## src/hw/rtl/yuv_plane_histogram_stats_assert.svh

```systemverilog
// Assertion macros for the plane histogram statistics block.
`ifndef YUV_PLANE_HISTOGRAM_STATS_ASSERT_SVH
`define YUV_PLANE_HISTOGRAM_STATS_ASSERT_SVH

// Implication checked at every clock edge outside reset.
`define YPH_ASSERT_IMPL(label, clk, rst_n, ante, cons, msg) \
    label: assert property (@(posedge clk) disable iff (!rst_n) (ante) |-> (cons)) \
        else $error(msg);

// Implication whose consequence is checked in the cycle after the antecedent.
`define YPH_ASSERT_NEXT(label, clk, rst_n, ante, cons, msg) \
    label: assert property (@(posedge clk) disable iff (!rst_n) (ante) |=> (cons)) \
        else $error(msg);

`endif

```

## src/hw/rtl/yph_pkg.sv

```systemverilog
// ----------------------------------------------------------------------------
// yph_pkg
// Shared types and constants of the plane histogram statistics block.
// ----------------------------------------------------------------------------
package yph_pkg;

    localparam int SUM_BITS = 40;
    localparam int BIN_BITS = 17;

    // Configuration register indexes.
    localparam logic [2:0] REG_SAMPLE_BITS = 3'd0;
    localparam logic [2:0] REG_LUMA_LOW    = 3'd1;
    localparam logic [2:0] REG_LUMA_HIGH   = 3'd2;
    localparam logic [2:0] REG_CHROMA_LOW  = 3'd3;
    localparam logic [2:0] REG_CHROMA_HIGH = 3'd4;

    // Plane codes.
    localparam logic [1:0] PLANE_Y = 2'd0;
    localparam logic [1:0] PLANE_U = 2'd1;
    localparam logic [1:0] PLANE_V = 2'd2;

    // Commands from the controller to the datapath.
    typedef struct packed {
        logic       accumulate;  // take the input sample
        logic       clear;       // clear one bin per plane at i_addr, and all sums and masks
        logic       walk_start;  // reset per-plane walk state
        logic       walk_read;   // issue read of walk bin
        logic       walk_eval;   // evaluate returned bin
        logic       emit;        // load the output register
        logic [1:0] plane;       // plane for walk / emit
    } t_cmd;

    // Status from the datapath to the controller.
    typedef struct packed {
        logic out_busy;  // output register holds an untaken result
    } t_status;

endpackage

```

## src/hw/rtl/yph_ctrl.sv

```systemverilog
// ----------------------------------------------------------------------------
// yph_ctrl
// Sequencer for sample intake, end-of-frame bin walk, emit and clearing.
// ----------------------------------------------------------------------------
module yph_ctrl #(
    parameter int MAX_SAMPLE_BITS = 10
) (
    input  logic                       i_clk,
    input  logic                       i_rst_n,
    input  logic                       i_valid,
    input  logic                       i_last,
    input  logic [MAX_SAMPLE_BITS-1:0] i_top,
    input  yph_pkg::t_status           i_status,
    output logic                       o_stall,
    output yph_pkg::t_cmd              o_cmd,
    output logic [MAX_SAMPLE_BITS-1:0] o_addr
);

    localparam int AW = MAX_SAMPLE_BITS;

    typedef enum logic [5:0] {
        S_CLEAR = 6'b000001,
        S_RUN   = 6'b000010,
        S_DRAIN = 6'b000100,
        S_WALK  = 6'b001000,
        S_EMIT  = 6'b010000,
        S_WAIT  = 6'b100000
    } t_state;

    t_state        r_state, n_state;
    logic [AW:0]   r_cnt, n_cnt;
    logic [1:0]    r_plane, n_plane;

    // Next-state logic.
    always_comb begin
        n_state = r_state;
        n_cnt   = r_cnt;
        n_plane = r_plane;
        o_cmd   = '0;
        o_cmd.plane = r_plane;
        o_stall = 1'b1;
        o_addr  = r_cnt[AW-1:0];
        case (r_state)
            S_CLEAR: begin
                o_cmd.clear = 1'b1;
                n_cnt = r_cnt + 1'b1;
                if (r_cnt[AW-1:0] == {AW{1'b1}}) begin
                    n_state = S_RUN;
                    n_cnt   = '0;
                end
            end
            S_RUN: begin
                o_stall = 1'b0;
                o_cmd.accumulate = i_valid;
                if (i_valid && i_last) begin
                    n_state = S_DRAIN;
                    n_cnt   = '0;
                end
            end
            S_DRAIN: begin
                // Let the last read-modify-write settle.
                n_cnt = r_cnt + 1'b1;
                if (r_cnt[1:0] == 2'd2) begin
                    n_state = S_WALK;
                    n_cnt   = '0;
                    n_plane = yph_pkg::PLANE_Y;
                    o_cmd.walk_start = 1'b1;
                end
            end
            S_WALK: begin
                o_cmd.walk_eval = 1'b1;
                if (r_cnt <= {1'b0, i_top}) begin
                    o_cmd.walk_read = 1'b1;
                    n_cnt = r_cnt + 1'b1;
                end else begin
                    n_state = S_EMIT;
                end
            end
            S_EMIT: begin
                if (!i_status.out_busy) begin
                    o_cmd.emit = 1'b1;
                    n_state = S_WAIT;
                end
            end
            S_WAIT: begin
                o_cmd.walk_start = 1'b1;
                n_cnt = '0;
                if (r_plane == yph_pkg::PLANE_V) begin
                    n_state = S_CLEAR;
                end else begin
                    n_plane = r_plane + 1'b1;
                    n_state = S_WALK;
                end
            end
            default: n_state = S_CLEAR;
        endcase
    end

    // State registers.
    always_ff @(posedge i_clk) begin
        if (!i_rst_n) begin
            r_state <= S_CLEAR;
            r_cnt   <= '0;
            r_plane <= yph_pkg::PLANE_Y;
        end else begin
            r_state <= n_state;
            r_cnt   <= n_cnt;
            r_plane <= n_plane;
        end
    end

endmodule

```

## config.mk

```make
export PLATFORM = sky130hd
export DESIGN_NAME = yph_ctrl
export DESIGN_NICKNAME = d
export VERILOG_FILES = /design/src/hw/rtl/yuv_plane_histogram_stats_assert.svh /design/src/hw/rtl/yph_pkg.sv /design/src/hw/rtl/yph_ctrl.sv
export SDC_FILE = /design/constraint.sdc
export NUM_CORES = 1
export LEC_CHECK = 0
export ABC_AREA = 1
export CAP_MARGIN = 20
export CORE_ASPECT_RATIO = 1.75
export CORE_UTILIZATION = 45
export CTS_CLUSTER_SIZE = 28
export DETAILED_ROUTE_END_ITERATION = 16
export DONT_BUFFER_PORTS = 1
export HOLD_SLACK_MARGIN = 0.08
export PLACE_DENSITY = 0.58
export SYNTH_ARGS = -nofsm -noshare
export SYNTH_HDL_FRONTEND = slang
export SYNTH_SLANG_ARGS = --single-unit
```

## constraint.sdc

```tcl
create_clock -name i_clk -period 1.8 [get_ports i_clk]
set_input_delay 0.18 -clock i_clk [delete_from_list [all_inputs] [get_ports i_clk]]
set_output_delay 0.18 -clock i_clk [all_outputs]
set_load 0.05 [all_outputs]
```

-- Word-level counts from Yosys, hierarchy flattened
Cells that the tools add are included.
- logic and storage cells: 52
- input bits: 15
- register bits after elaboration: 19
- output and inout port bits: 19
- equality and inequality tests: 16
- add/sub/neg operators: 2
- order comparisons: 1
- reductions and logical operators: 6
- multiplexer cells: 24
- operators by type and width (kind ; number):
    $pmux W11 S5 ; 1
    $mux W11 ; 4
    $pmux W6 S6 ; 1
    $mux W6 ; 5
    $ne A2 B2 Y1 const B ; 7
    $add A11 B1 Y11 const B ; 1
    $le A11 B10 Y1 ; 1
    $eq A10 B10 Y1 const B ; 1
    $mux W1 ; 7
    $eq A6 B1 Y1 const B ; 1
    $eq A6 B2 Y1 const B ; 1
    $eq A6 B3 Y1 const B ; 1
    $eq A6 B4 Y1 const B ; 1
    $eq A6 B5 Y1 const B ; 1
    $eq A6 B6 Y1 const B ; 1
    $mux W2 ; 3
    $reduce_and A3 Y1 ; 2
    $reduce_and A5 Y1 ; 1
    $reduce_bool A5 Y1 ; 1
    $eq A2 B2 Y1 const B ; 2
    $mux W4 ; 1
    $pmux W2 S2 ; 1
    $add A2 B1 Y2 const B ; 1
    $pmux W1 S2 ; 1
    2 further kinds ; 2

-- Depth between registers and ports, before layout
- depth after elaboration: 3
- depth in mapped cells: 14
- mapped depth without buffers: 13

-- Worst setup path after synthesis
OpenSTA, ideal clock, no wires.
- kind: flip-flop to output port
- from: reg r_cnt[0]
- to: out o_cmd[5] (netlist name)
- stages on the path, launching flop included: 7
- slack: 22 ps
- required time: 1620 ps
- path buffers: 0
- arrival: 1598 ps
- path through: dfxtp_1 inv_1 ha_1 inv_1 nand2_1 inv_1 nor2_1
- RTL lines (what ; RTL line ; RTL):
    from (decl) ; yph_ctrl.sv:31 ; logic [AW:0] r_cnt, n_cnt;
    from (signal assigned) ; yph_ctrl.sv:107 ; r_cnt <= n_cnt;
    to (decl) ; yph_ctrl.sv:15 ; output yph_pkg::t_cmd o_cmd,

==> flow_metrics.py <==
metrics = {
    "status": {
        "outcome": "finished, violations left",
        "violations": "setup timing",
    },
    "yosys": {
        "synth.largest_area_cell": "dfxtp_1",
        "ys_warn_count": 0,
        "ys_async_sr_fraction_pct": 0,
        "synth_top_area_share_pct": 21.24,
        "syn_area_per_cell_um2": 6.260,
        "synthFlopType": "dfxtp_1",
        "syn_nets": 316,
        "synthTopCellsByArea": "dfxtp_1, nand2_1, ha_1, inv_1, nand3_1",
        "netlist-cell-type-count": 28,
        "netlist_instances": 286,
        "ys_seq_elements": 19,
        "synth_seq_area_share_pct": 21.24,
        "netlist_area_um2": 1790,
        "synth_edf_count": 0,
    },
    "detailed_routing": {
        "wl_per_cell_um": 14.13,
        "drc_errors": 0,
        "drt_iter0_drc": 39,
        "viasPerCell": 5.343,
        "first_pass_iters": 5,
        "ant_nets": 0,
        "wl_um": 5143,
        "vias": 1945,
    },
    "power_and_ir_drop": {
        "powerDensity_nw_per_um2": 530.8,
        "vdd_ir_drop_max_uv": 417.2,
        "p_leak_nw": 1.078,
        "finalPower_w": 0.001190,
    },
    "setup_path": {
        "path_cells": "ha_4, nand4_1, nor2_2, nand4_1, nand2_1, nand2_2, inv_2, buf_12",
        "cp.required_ns": 1.62,
        "crit_type": "reg2out",
        "worstPathMaxFanout": 2,
        "slowest_delay_ns": 0.34,
        "cpMostUsedCell": "nand4_1",
        "crit_arrival_ns": 1.67,
        "r2r_slack_ns": -0.02,
        "slowest_stage": "dfxtp_2",
        "worstSetupStartpointType": "register",
        "worstSetupEndpointType": "output port",
    },
    "sta": {
        "setup_viol_count_final": 3,
        "maxSlewHeadroom_pct": 61.93,
        "slew_violations": 0,
        "skew_ns": 0.002532,
        "layout_min_cycle_time_ns": 1.847,
        "setup_slack_ns": -0.04749,
        "finalHoldViolations": 0,
        "fmax_mhz": 541.3,
        "timing.final.crit_share_pct": 102.6,
        "worst_pin_slew_ns": 0.5704,
        "rsz0062_at_grt": "true",
    },
    "placement": {
        "postPlaceCellArea_um2": 2016,
        "place_hpwl_um": 4022,
        "place_congestion": 0.8975,
        "place_inst": 354,
        "numPortBuffers": 0,
    },
    "clock_tree": {
        "cts.sinks": 19,
        "cts_made_buffers": 3,
        "htree_levels": 1,
        "clockBufferDepth": 2,
        "tritoncts": "yes",
        "cts-root-buf": "clkbuf_8",
        "cts.clk_slew.worst_paths_ns": 0.08,
        "worst_skew_pair.late_latency_ns": 0.26,
    },
    "grt": {
        "antenna_found_initial": 0,
        "overflow": 0,
        "grt_first_pass_wirelength_um": 8273,
        "grt_max_degree": 17,
        "grt_usage_pct": 25.43,
        "grt_pass1_vias": 1874,
    },
    "layout": {
        "drive_gt1_share_pct": 26.27,
        "layout_common_cells": "nand2_1, inv_1, buf_4, nand3_1, a21oi_1",
        "final_core_utilization_pct": 58.56,
        "antenna_cells": 0,
        "fin_area_um2": 2242,
        "n_fill_cell": 388,
        "final_common_cell": "nand2_1",
        "fin_cells": 364,
        "syn_to_final_growth_pct": 25.23,
        "fin_nets": 347,
    },
    "floorplanning": {
        "die_h_um": 85.45,
        "fp.dieArea_um2": 4245,
        "row_count": 30,
        "start_util_pct": 46.76,
        "fp.dieW_um": 49.68,
        "ioPinCount": 34,
        "core_um2": 3829,
    },
    "run": {
        "max_cap_viol_count": 0,
    },
    "hold_path": {
        "min_path_type": "in2reg",
    },
}
-- area by class of cell --
type                    count  area (um^2)  share of cell area, %
well taps                  48        60.06                  2.679
inverters                  43        166.4                  7.422
clock inverters             1        5.005                 0.2232
clock buffers               3        41.29                  1.842
flip-flops and latches     19        389.1                  17.35
multi-input cells         209         1247                  55.64
repair buffers             41        332.8                  14.84
-- path summary, 6_finish.rpt --
kind              start          to  cells after the start
max            r_cnt[7]    o_cmd[4]                      8
min            i_status  r_state[4]                      2
max reg2reg    r_cnt[2]    r_cnt[0]                      8
min reg2reg  r_plane[0]  r_plane[0]                      2
-- where the power goes --
| group | internal (W) | switching (W) | total [W] |
|---|---|---|---|
| registers | 0.000441 | 0.0000204 | 0.000461 |
| clock network | 0.000154 | 0.000158 | 0.000313 |
| logic | 0.000159 | 0.000257 | 0.000416 |
-- registers in the layout (all words and copies together) (netlist names) --
name     count
r_state      6
r_plane      2
r_cnt       11
-- routing by layer --
metal  share of wire (%)  track usage, %  vias to the layer above
li1                    -               -                      976
met5                   0               0                        -
met3                 2.8           2.509                       22
met4                 4.0           11.95                        0
met2                  57           51.60                       51
met1                  36           23.97                      896
-- critical path: cells and delay by family, from the launching register on --
kind          cells  cell delay (ns)
flops             1             0.34
buf+inv           2             0.21
fa+ha+maj         1             0.25
simple gates      5             0.60
-- logic make-up after synthesis --
kind of cell	share of synthesized area, %
AO/OA/AOI/OAI	10.76
XOR/XNOR	0.9785
adder cells (fa/ha/maj)	10.48
buffers and inverters	15.16
flip-flops	21.24
AND/OR/NAND/NOR	41.37
-- metrics by stage --
step                       TNS, ns  setup slack (ns)  hold WS (ns)
after floorplan                  0           0.02191        0.2592
after global placement           0           0.02288        0.2602
after detailed placement         0           0.01837        0.2636
after CTS                 -0.04176          -0.04176        0.1270
after global routing        -1.336           -0.1582        0.1226
final                     -0.08086          -0.04749        0.1323
-- synthesized netlist by cell type, types with 2 or more instances --
| master | count |
|---|---|
| nand4_1 | 14 |
| a21oi_1 | 21 |
| nor2_4 | 3 |
| nand2_2 | 2 |
| xor2_1 | 2 |
| nor2_2 | 3 |
| nor2_1 | 22 |
| nand3_1 | 30 |
| ha_1 | 15 |
| o21ai_0 | 3 |
| buf_4 | 12 |
| nand3_2 | 4 |
| inv_2 | 2 |
| inv_1 | 41 |
| dfxtp_1 | 19 |
| a21boi_0 | 2 |
| a21o_1 | 2 |
| nor3_1 | 2 |
| nand2_1 | 78 |
-- timing repair --
item                                    CTS  global route
hold buffers                              2             0
endpoints found under the setup margin    3            15
gates resized for setup                  22             7
buffers inserted                          3             1
pin swaps                                 9             2
endpoints found under the hold margin     4             0
Power figures use the tool's default switching activity.
